==> src/design/lkvc_pkg.sv <==
// Package with sizes and shared types for the LRU key-value cache.
`timescale 1ns / 1ps
package lkvc_pkg;

  // Storage geometry
  localparam int ENTRIES    = 8;
  localparam int KEY_BITS   = 32;
  localparam int VALUE_BITS = 32;

  // Derived widths
  localparam int IDX_BITS  = (ENTRIES > 1) ? $clog2(ENTRIES) : 1;
  localparam int AGE_BITS  = IDX_BITS;
  localparam int CNT_BITS  = $clog2(ENTRIES + 1);
  localparam int CAP_BITS  = 4;
  localparam int CMP_BITS  = (CNT_BITS > CAP_BITS) ? CNT_BITS : CAP_BITS;

  localparam logic [CAP_BITS-1:0] CAP_RESET = CAP_BITS'(8);

  // Operation codes
  typedef enum logic {
    OP_GET = 1'b0,
    OP_SET = 1'b1
  } lkvc_op_e;

  // Result of the parallel tag search
  typedef struct packed {
    logic                hit;
    logic [IDX_BITS-1:0] hit_idx;
    logic [IDX_BITS-1:0] free_idx;
    logic [IDX_BITS-1:0] victim_idx;
  } lkvc_lookup_t;

endpackage

==> src/design/lkvc_lookup.sv <==
// Parallel key match, free slot and LRU victim search over all entries.
`timescale 1ns / 1ps
module lkvc_lookup (
  input  logic [lkvc_pkg::ENTRIES-1:0]                        valid_i,
  input  logic [lkvc_pkg::ENTRIES-1:0][lkvc_pkg::KEY_BITS-1:0] keys_i,
  input  logic [lkvc_pkg::ENTRIES-1:0][lkvc_pkg::AGE_BITS-1:0] ages_i,
  input  logic [lkvc_pkg::AGE_BITS-1:0]                       oldest_age_i,
  input  logic [lkvc_pkg::KEY_BITS-1:0]                       key_i,
  output lkvc_pkg::lkvc_lookup_t                              result_o
);
  import lkvc_pkg::*;

  // Walk from the top so the lowest-numbered entry wins every search.
  // Valid ages are a permutation of 0..count-1, so the LRU entry is the
  // one whose age equals count-1.
  always_comb begin
    result_o = '0;
    for (int i = ENTRIES - 1; i >= 0; i--) begin
      if (valid_i[i] && (keys_i[i] == key_i)) begin
        result_o.hit     = 1'b1;
        result_o.hit_idx = IDX_BITS'(i);
      end
      if (!valid_i[i]) begin
        result_o.free_idx = IDX_BITS'(i);
      end
      if (valid_i[i] && (ages_i[i] == oldest_age_i)) begin
        result_o.victim_idx = IDX_BITS'(i);
      end
    end
  end

endmodule

==> src/design/lru_key_value_cache_unit.sv <==
// Top level of the fully associative key-value cache with LRU replacement.
`timescale 1ns / 1ps
// Fully associative key-value cache with least-recently-used replacement.
// Each input transaction is a get or a set and produces exactly one result
// transaction. One transaction is accepted per clock whenever the input register
// is empty or the result register can take data. An accepted request is held
// in the input register, and its result is then loaded into the result
// register, which presents it on the result channel. While a result waits,
// the request in the input register holds and input is stalled. The key is
// compared against every entry and the ages of the entries are updated
// combinationally, between the input register and the result register.
// The store is empty after reset and needs no clearing pass. The capacity
// register is written over its own channel, which is always ready; a
// capacity of zero acts as one and a capacity above the entry count acts as
// the entry count.
module lru_key_value_cache_unit (
  input  logic                              clk_i,
  input  logic                              rst_ni,
  // configuration
  input  logic                              cfg_valid_i,
  output logic                              cfg_ready_o,
  input  logic [lkvc_pkg::CAP_BITS-1:0]     cfg_capacity_i,
  // request channel
  input  logic                              in_valid_i,
  output logic                              in_ready_o,
  input  logic                              op_i,
  input  logic [lkvc_pkg::KEY_BITS-1:0]     lookup_key_i,
  input  logic [lkvc_pkg::VALUE_BITS-1:0]   write_value_i,
  // result channel
  output logic                              out_valid_o,
  input  logic                              out_ready_i,
  output logic                              hit_o,
  output logic [lkvc_pkg::VALUE_BITS-1:0]   read_value_o,
  output logic                              evicted_o,
  output logic [lkvc_pkg::KEY_BITS-1:0]     evicted_key_o
);
  import lkvc_pkg::*;

  // Capacity register
  logic [CAP_BITS-1:0] cap_q;

  // Input register
  logic                  in_valid_q;
  lkvc_op_e              op_q;
  logic [KEY_BITS-1:0]   key_q;
  logic [VALUE_BITS-1:0] wval_q;

  // Result register
  logic                  out_valid_q;
  logic                  hit_q;
  logic [VALUE_BITS-1:0] rval_q;
  logic                  evict_q;
  logic [KEY_BITS-1:0]   ekey_q;

  // Cache state
  logic [ENTRIES-1:0]                 entry_valid_q, entry_valid_d;
  logic [ENTRIES-1:0][AGE_BITS-1:0]   entry_age_q, entry_age_d;
  logic [ENTRIES-1:0][KEY_BITS-1:0]   entry_key_q;
  logic [ENTRIES-1:0][VALUE_BITS-1:0] entry_value_q;
  logic [CNT_BITS-1:0]                count_q, count_d;

  // Datapath
  logic                advance;
  logic                go;
  logic                is_set;
  logic [AGE_BITS-1:0] oldest_age;
  logic [AGE_BITS-1:0] hit_age;
  logic [CMP_BITS-1:0] cap_ext;
  logic [CMP_BITS-1:0] cap_eff;
  logic                fill;
  logic                insert;
  logic [IDX_BITS-1:0] slot;
  logic                res_hit;
  logic [VALUE_BITS-1:0] res_rval;
  logic                res_evict;
  logic [KEY_BITS-1:0] res_ekey;
  lkvc_lookup_t        lk;

  // Handshakes: the pipe moves whenever the result register can take data
  assign advance     = !out_valid_q || out_ready_i;
  assign go          = in_valid_q && advance;
  assign in_ready_o  = !in_valid_q || advance;
  assign cfg_ready_o = 1'b1;

  assign out_valid_o   = out_valid_q;
  assign hit_o         = hit_q;
  assign read_value_o  = rval_q;
  assign evicted_o     = evict_q;
  assign evicted_key_o = ekey_q;

  // Capacity register
  always_ff @(posedge clk_i or negedge rst_ni) begin
    if (!rst_ni) begin
      cap_q <= CAP_RESET;
    end else if (cfg_valid_i && cfg_ready_o) begin
      cap_q <= cfg_capacity_i;
    end
  end

  // Input register
  always_ff @(posedge clk_i or negedge rst_ni) begin
    if (!rst_ni) begin
      in_valid_q <= 1'b0;
    end else if (in_ready_o) begin
      in_valid_q <= in_valid_i;
    end
  end

  always_ff @(posedge clk_i) begin
    if (in_valid_i && in_ready_o) begin
      op_q   <= lkvc_op_e'(op_i);
      key_q  <= lookup_key_i;
      wval_q <= write_value_i;
    end
  end

  // Tag search
  assign oldest_age = AGE_BITS'(count_q - CNT_BITS'(1));

  lkvc_lookup u_lookup (
    .valid_i      (entry_valid_q),
    .keys_i       (entry_key_q),
    .ages_i       (entry_age_q),
    .oldest_age_i (oldest_age),
    .key_i        (key_q),
    .result_o     (lk)
  );

  // Effective capacity, clamped to 1..ENTRIES
  always_comb begin
    cap_ext = CMP_BITS'(cap_q);
    cap_eff = cap_ext;
    if (cap_ext == '0) begin
      cap_eff = CMP_BITS'(1);
    end else if (cap_ext > CMP_BITS'(ENTRIES)) begin
      cap_eff = CMP_BITS'(ENTRIES);
    end
  end

  assign is_set  = (op_q == OP_SET);
  assign hit_age = entry_age_q[lk.hit_idx];
  assign fill    = CMP_BITS'(count_q) < cap_eff;
  assign insert  = is_set && !lk.hit;
  assign slot    = fill ? lk.free_idx : lk.victim_idx;

  // Result fields
  always_comb begin
    res_hit   = lk.hit;
    res_rval  = '0;
    res_evict = 1'b0;
    res_ekey  = '0;
    if (lk.hit && !is_set) begin
      res_rval = entry_value_q[lk.hit_idx];
    end
    if (insert && !fill) begin
      res_evict = 1'b1;
      res_ekey  = entry_key_q[lk.victim_idx];
    end
  end

  // Next valid bits, ages and fill count
  always_comb begin
    entry_valid_d = entry_valid_q;
    entry_age_d   = entry_age_q;
    count_d       = count_q;
    if (go && lk.hit) begin
      // promote the hit entry; younger entries age by one
      for (int i = 0; i < ENTRIES; i++) begin
        if (IDX_BITS'(i) == lk.hit_idx) begin
          entry_age_d[i] = '0;
        end else if (entry_valid_q[i] && (entry_age_q[i] < hit_age)) begin
          entry_age_d[i] = entry_age_q[i] + AGE_BITS'(1);
        end
      end
    end else if (go && insert) begin
      // new entry is youngest; every other valid entry ages by one
      for (int i = 0; i < ENTRIES; i++) begin
        if (IDX_BITS'(i) == slot) begin
          entry_age_d[i]   = '0;
          entry_valid_d[i] = 1'b1;
        end else if (entry_valid_q[i]) begin
          entry_age_d[i] = entry_age_q[i] + AGE_BITS'(1);
        end
      end
      if (fill) begin
        count_d = count_q + CNT_BITS'(1);
      end
    end
  end

  always_ff @(posedge clk_i or negedge rst_ni) begin
    if (!rst_ni) begin
      entry_valid_q <= '0;
      entry_age_q   <= '0;
      count_q       <= '0;
    end else begin
      entry_valid_q <= entry_valid_d;
      entry_age_q   <= entry_age_d;
      count_q       <= count_d;
    end
  end

  // Key and value storage
  always_ff @(posedge clk_i) begin
    if (go && lk.hit && is_set) begin
      entry_value_q[lk.hit_idx] <= wval_q;
    end else if (go && insert) begin
      entry_key_q[slot]   <= key_q;
      entry_value_q[slot] <= wval_q;
    end
  end

  // Result register
  always_ff @(posedge clk_i or negedge rst_ni) begin
    if (!rst_ni) begin
      out_valid_q <= 1'b0;
    end else if (advance) begin
      out_valid_q <= in_valid_q;
    end
  end

  always_ff @(posedge clk_i) begin
    if (go) begin
      hit_q   <= res_hit;
      rval_q  <= res_rval;
      evict_q <= res_evict;
      ekey_q  <= res_ekey;
    end
  end

  // Checks
  a_count_matches_valid : assert property (@(posedge clk_i) disable iff (!rst_ni)
    count_q == CNT_BITS'($countones(entry_valid_q)))
    else $error("fill count out of step with valid bits");

  a_hit_keeps_valid : assert property (@(posedge clk_i) disable iff (!rst_ni)
    go && lk.hit |=> $stable(entry_valid_q))
    else $error("hit transaction changed valid bits");

  a_evict_not_hit : assert property (@(posedge clk_i) disable iff (!rst_ni)
    out_valid_o && evicted_o |-> !hit_o)
    else $error("eviction reported on a hit");

  a_evict_needs_entries : assert property (@(posedge clk_i) disable iff (!rst_ni)
    go && res_evict |-> (count_q != '0) && entry_valid_q[lk.victim_idx])
    else $error("eviction from an empty or invalid entry");

endmodule
==> config.mk <==
export PLATFORM = sky130hd
export DESIGN_NAME = lru_key_value_cache_unit
export DESIGN_NICKNAME = d
export VERILOG_FILES = /design/src/design/lkvc_pkg.sv /design/src/design/lkvc_lookup.sv /design/src/design/lru_key_value_cache_unit.sv
export SDC_FILE = /design/constraint.sdc
export NUM_CORES = 1
export LEC_CHECK = 0
export ABC_AREA = 1
export BUFFER_PORTS_ARGS = -buffer_cell sky130_fd_sc_hd__buf_2
export CAP_MARGIN = 40
export CELL_PAD_IN_SITES_DETAIL_PLACEMENT = 0
export CELL_PAD_IN_SITES_GLOBAL_PLACEMENT = 1
export CORE_MARGIN = 2
export CORE_UTILIZATION = 25
export CTS_BUF_LIST = sky130_fd_sc_hd__clkbuf_8
export DETAILED_ROUTE_END_ITERATION = 7
export HOLD_SLACK_MARGIN = 0.05
export PLACE_DENSITY_LB_ADDON = 0.05
export SLEW_MARGIN = 20
export SYNTH_ARGS = -nofsm -noshare
export SYNTH_HDL_FRONTEND = slang
export SYNTH_SLANG_ARGS = --single-unit
==> constraint.sdc <==
create_clock -name clk_i -period 5.25 [get_ports clk_i]
set_clock_uncertainty 0.1 [all_clocks]
set_input_delay 0.7875 -clock clk_i [delete_from_list [all_inputs] [get_ports clk_i]]
set_output_delay 0.7875 -clock clk_i [all_outputs]
set_load 0.02 [all_outputs]
# Word level (Yosys, flattened, before mapping)
# Cells that the tools add are included.
[totals]
regBits = 685
inputBits = 74
output_inout_bits = 69
word_cells = 257
[classes]
add_sub_neg = 10
magnitude_cmp = 15
eq_ne = 38
mux = 77
bitwise_logic = 2
n_reduce_logical = 72
[ops]
columns = ["cell", "count"]
rows = [
  ["$bwmux W256", 3],
  ["$mux W256", 2],
  ["$eq A32 B32 Y1", 8],
  ["$bmux W32 S3", 2],
  ["$demux W32 S3", 2],
  ["$mux W3", 50],
  ["$mux W32", 4],
  ["$reduce_and A3 Y1", 17],
  ["$mux W24", 2],
  ["$mux W4", 10],
  ["$logic_and A1 B1 Y1", 34],
  ["$add A3 B1 Y3 const B", 8],
  ["$eq A3 B3 Y1", 8],
  ["$eq A3 B3 Y1 const A", 8],
  ["$lt A3 B3 Y1", 8],
  ["$ne A3 B3 Y1 const B", 8],
  ["$reduce_bool A3 Y1", 8],
  ["$eq A2 B3 Y1 const A", 4],
  ["$lt A3 B4 Y1 const B", 3],
  ["$bmux W3 S3", 1],
  ["$eq A1 B3 Y1 const A", 2],
  ["$ge A3 B1 Y1 const B", 2],
  ["$logic_not A3 Y1", 2],
  ["$logic_not A1 Y1", 5],
  ["10 further kinds", 13],
]

# Logic depth before layout (Yosys ltp)
[depth]
word_depth = 19
depth_mapped = 33

# Hierarchy
# A second synthesis with hierarchy kept.
[hier_totals]
hier_cells = 3093
area_unflattened_um2 = 32541.2
[by_module_without_submodules]
columns = ["module", "n_inst", "cells_each", "area_each_um2"]
rows = [
  ["lru_key_value_cache_unit", 1, 2257, 28328.4],
  ["lkvc_lookup", 1, 836, 4212.8],
]

# Least setup slack after synthesis
# No wires, ideal clock.
[synth_path]
kind = "flip-flop to flip-flop"
start = "reg count_q[0] (netlist name)"
end = "reg entry_value_q[0] (netlist name), enable pin"
setup_time_ns = 0.390
t_arrival_ns = 4.890
required_ns = 4.760
setup_slack_ns = -0.129
path_stages_with_launch = 16
path_cell_list = "dfrtp_1 > buf_2 > inv_1 > buf_2 > ha_1 > clkbuf_1 > a221oi_1 > o2111ai_1 > a31o_2 > nand2_1 > o21ai_0 > nor2_1 > nand2_1 > nor2_1 > inv_1 > nand2_1"
[synth_rtl]
columns = ["item", "line_no", "source"]
rows = [
  ["end signal: indexed assignment", "lru_key_value_cache_unit.sv:206", "entry_value_q[lk.hit_idx] <= wval_q;"],
  ["end signal: indexed assignment", "lru_key_value_cache_unit.sv:209", "entry_value_q[slot] <= wval_q;"],
  ["end: declaration", "lru_key_value_cache_unit.sv:59", "logic [ENTRIES-1:0][VALUE_BITS-1:0] entry_value_q;"],
]

# Worst setup path in the final report
[layout_path]
start = "reg key_q[12]"
end = "reg entry_age_q[19] (netlist name)"
[layout_between]
elab_chain_cells = 16
elab_cells_between_ends = 39
[layout_rtl]
columns = ["item", "line_no", "source"]
rows = [
  ["start: declaration", "lru_key_value_cache_unit.sv:45", "logic [KEY_BITS-1:0] key_q;"],
  ["start signal: assignment", "lru_key_value_cache_unit.sv:112", "key_q <= lookup_key_i;"],
  ["$eq A32 B32 Y1", "lkvc_lookup.sv:19", "if (valid_i[i] && (keys_i[i] == key_i)) begin"],
  ["$logic_and A1 B1 Y1", "lkvc_lookup.sv:19", ""],
  ["$mux W4 (7 in series)", "lkvc_lookup.sv:19", ""],
  ["$mux W4 *", "lkvc_lookup.sv:19", ""],
  ["$bmux W3 S3", "lru_key_value_cache_unit.sv:141", "assign hit_age = entry_age_q[lk.hit_idx];"],
  ["$mux W3 (implied by the code)", "lru_key_value_cache_unit.sv:141", ""],
  ["$lt A3 B3 Y1", "lru_key_value_cache_unit.sv:171", "end else if (entry_valid_q[i] && (entry_age_q[i] < hit_age)) begin"],
  ["$logic_and A1 B1 Y1", "lru_key_value_cache_unit.sv:171", ""],
  ["$ne A3 B3 Y1 (no line)", "-", ""],
  ["$reduce_and A3 Y1 (no line)", "-", ""],
  ["end signal: assignment", "lru_key_value_cache_unit.sv:198", "entry_age_q <= entry_age_d;"],
  ["end: declaration", "lru_key_value_cache_unit.sv:57", "logic [ENTRIES-1:0][AGE_BITS-1:0] entry_age_q, entry_age_d;"],
]
# Mark *: on every way between the ends. The rest lies on a longest branch, timed or not. The select of a mux whose other input is x is not followed.
# A chain may end at the register's enable or synchronous reset.

==> results.py <==
metrics = {
    "critical_path": {
        "setup.worst_path.start_class": "register",
        "cp.depth": 23,
        "cpMaxStageDelayCell": "edfxtp_1",
        "worst_path_most_repeated_cell": "nand2_1",
        "required_ns": 5.86,
        "critical_path_buf_inv_count": 3,
        "endpoint_kind": "register",
        "rrSetupSlack_ns": 0.31,
        "arrival_ns": 5.55,
        "r2r-end": "entry_age_q[19]$_DFFE_PN0P_",
        "crit_chain": "buf_4, nand2_1, nand2_1, nor2_1, nand4_1, nor2_1, nand3_1, nor2_2, nor2_1, a21oi_4, nand3_2, inv_2, nand2_1, o221ai_1, o32a_1, buf_4, ha_1, nand3_1, nand2_1, nand2_1, nand2_2, nand2_1, o21ai_1",
        "r2r_cells": 23,
        "cp_max_fo": 10,
        "slowest_delay_ns": 0.50,
        "endpoint": "entry_age_q[19]$_DFFE_PN0P_",
        "worstSetupStartpoint": "key_q[12]$_DFFE_PP_",
        "criticalPathCategory": "register to register",
        "rr_startpoint": "key_q[12]$_DFFE_PP_",
        "critical-path-top-delay-family": "simple AND/OR/NAND/NOR gates",
    },
    "logic_synthesis": {
        "synth_most_common_cell": "nand2_1",
        "netlist.top_cell.by_area": "edfxtp_1",
        "ys.flop_type": "edfxtp_1",
        "synth_cell_type_count": 57,
        "yosysTopAreaCellShare_pct": 60.1,
        "syn_area_um2": 32100,
        "netlist_instances": 3148,
        "synth_fp_nets": 3243,
        "synthArstFlopShare_pct": 6.13,
        "yosys_warnings": 0,
        "synth.area.top_cells": "edfxtp_1 (60%), nand2_1 (8.2%), nor2_1 (5.7%)",
        "ys_seq_area_share_pct": 63.4,
        "synth_seq_cells": 685,
        "synth.avg_cell_area_um2": 10.2,
        "synth_common_cells": "nand2_1 (698), edfxtp_1 (643), nor2_1 (490)",
        "synth_edf_count": 643,
    },
    "hold_path": {
        "min_path_type": "primary input to register",
    },
    "timing": {
        "fin_tns_setup_ns": 0,
        "finalMaxSlewViolations": 0,
        "fmax_mhz": 202,
        "setup_viol": 0,
        "tightest_slew_ns": 0.906,
        "hold_slack_ns": 0.205,
        "slew_headroom_pct": 39.0,
        "fin_crit_sh_pct": 94.1,
        "fin_crit_ns": 4.94,
        "rsz0062_at_grt": "false",
        "hold_violations": 0,
    },
    "routing": {
        "dr.first_iter.drc_count": 1950,
        "drc": 0,
        "vias_per_cell": 4.71,
        "first_pass_iters": 5,
        "routedWlPerCell_um": 26.0,
        "drtAntennaViolNets": 0,
        "wl_um": 137000,
        "vias": 24800,
    },
    "clocking": {
        "clock_sinks": 685,
        "clk_path_buf_depth": 3,
        "cts_buffers": 138,
        "cts_root_buf": "clkbuf_8",
        "cts_tree": "done",
        "cts-htree-levels": 4,
        "postCtsSetupBuffers": 0,
        "path_clk_slew_ns": 0.06,
        "insertion_delay_ns": 0.86,
    },
    "floorplan": {
        "die_w_um": 362,
        "die_area_um2": 131000,
        "die_h_um": 362,
        "rows": 131,
        "core_area_um2": 128000,
        "io_pins": 143,
        "initial_core_util_pct": 25.2,
    },
    "placement": {
        "port_buffers": 141,
        "place_congestion": 0.892,
        "dpl.hpwl_um": 92700,
        "dp.cells": 4936,
    },
    "final_layout": {
        "fin_nets": 3585,
        "final-instance-count-excl-fill": 5257,
        "drive_above_1_share_pct": 15.1,
        "final_core_util_pct": 30.7,
        "fillCellCount": 13400,
        "syn2layout_area_growth_pct": 21.9,
    },
    "flow_run": {
        "cap_viol_max_count": 0,
    },
    "pwr": {
        "power_density_nw_per_um2": 683,
        "finalPower_mw": 26.7,
        "p_leak_nw": 15.5,
        "max-vdd-ir-drop_mv": 1.50,
    },
    "grt": {
        "grt_usage_pct": 20.8,
        "grt_pass1_wl_um": 194000,
        "antenna_found_initial": 6,
        "grt_max_degree": 84,
        "grt_pass1_vias": 25300,
        "gr-total-overflow": 0,
    },
    "status": {
        "outcome": "finished, final reports clean",
    },
}
[stage by stage]
stage	area (um2)	setup slack (ns)
finish	39100	0.308
global route	39100	0.0409
CTS	39100	0.0693
detailed placement	35900	0.123
global placement	35900	0.126
floorplan	32100	0.449
[power by group]
group | switching (mW) | total (mW) | internal (mW)
clock network | 2.58 | 5.09 | 2.51
registers | 0.557 | 7.99 | 7.43
logic | 9.71 | 13.6 | 3.93
[cell type report]
class | count | area, um2 | share of cell area [%]
clock inverters | 103 | 512 | 1.31
well taps | 1662 | 2080 | 5.31
multi-input cells | 2028 | 10200 | 26.1
inverters | 286 | 1080 | 2.76
diodes | 2 | 5.00 | 0.0128
clock buffers | 140 | 1930 | 4.92
flip-flops and latches | 685 | 20400 | 52.0
repair buffers | 351 | 2970 | 7.59
[how the worst min path moves through the flow]
stage,start,to,cells past startpoint
after global placement,count_q[3]$_DFFE_PN0P_,count_q[3]$_DFFE_PN0P_,1
after floorplan,count_q[3]$_DFFE_PN0P_,count_q[3]$_DFFE_PN0P_,1
after CTS,cfg_valid_i,cap_ext[1]$_DFFE_PN0P_,2
final,cfg_valid_i,cap_ext[1]$_DFFE_PN0P_,2
after detailed placement,count_q[3]$_DFFE_PN0P_,count_q[3]$_DFFE_PN0P_,1
after global routing,cfg_valid_i,cap_ext[1]$_DFFE_PN0P_,2
[cell families after synthesis]
kind of cell	after synthesis	synth area share (%)
simple gates	1370	17.3
fa+ha+maj	21	0.818
buf+inv	435	5.46
flops	685	63.4
other cells	1	0.0117
mux	2	0.0701
xor+xnor	111	3.09
compound gates	523	9.89
[state kept, by name, summed over array words and instances, names as in the netlist]
register and flops:
entry_valid_q 8, entry_age_q 24, wval_q 32, count_q 4, out_valid_o 1, hit_o 1
key_q 32, evicted_o 1, read_value_o 32, entry_key_q 256, in_valid_q 1, entry_value_q 256
is_set 1, cap_ext 4, evicted_key_o 32
[layer usage]
layer | part of all wire (%) | global-route usage, %
met3 | 4.4 | 3.40
met4 | 2.3 | 5.87
met1 | 46 | 28.0
met5 | 0.025 | 0
met2 | 48 | 34.4
[repair_timing]
| item | 4_1_cts | 5_1_grt |
|---|---|---|
| hold endpoints to repair | 88 | 0 |
| gates resized for setup | 0 | 1 |
| hold buffers | 76 | 0 |
| setup endpoints to repair | 0 | 10 |
[cell usage in the layout, fill, tap and decap left out, drive strengths merged, types with 76 or more instances in the layout]
cell,n
nand2,713
clkbuf,140
buf,275
nand3,86
edfxtp,643
dlygate4sd3,76
a21oi,115
o21ai,218
inv,338
nor2,494
No activity file was read; power rests on OpenSTA's default activity.
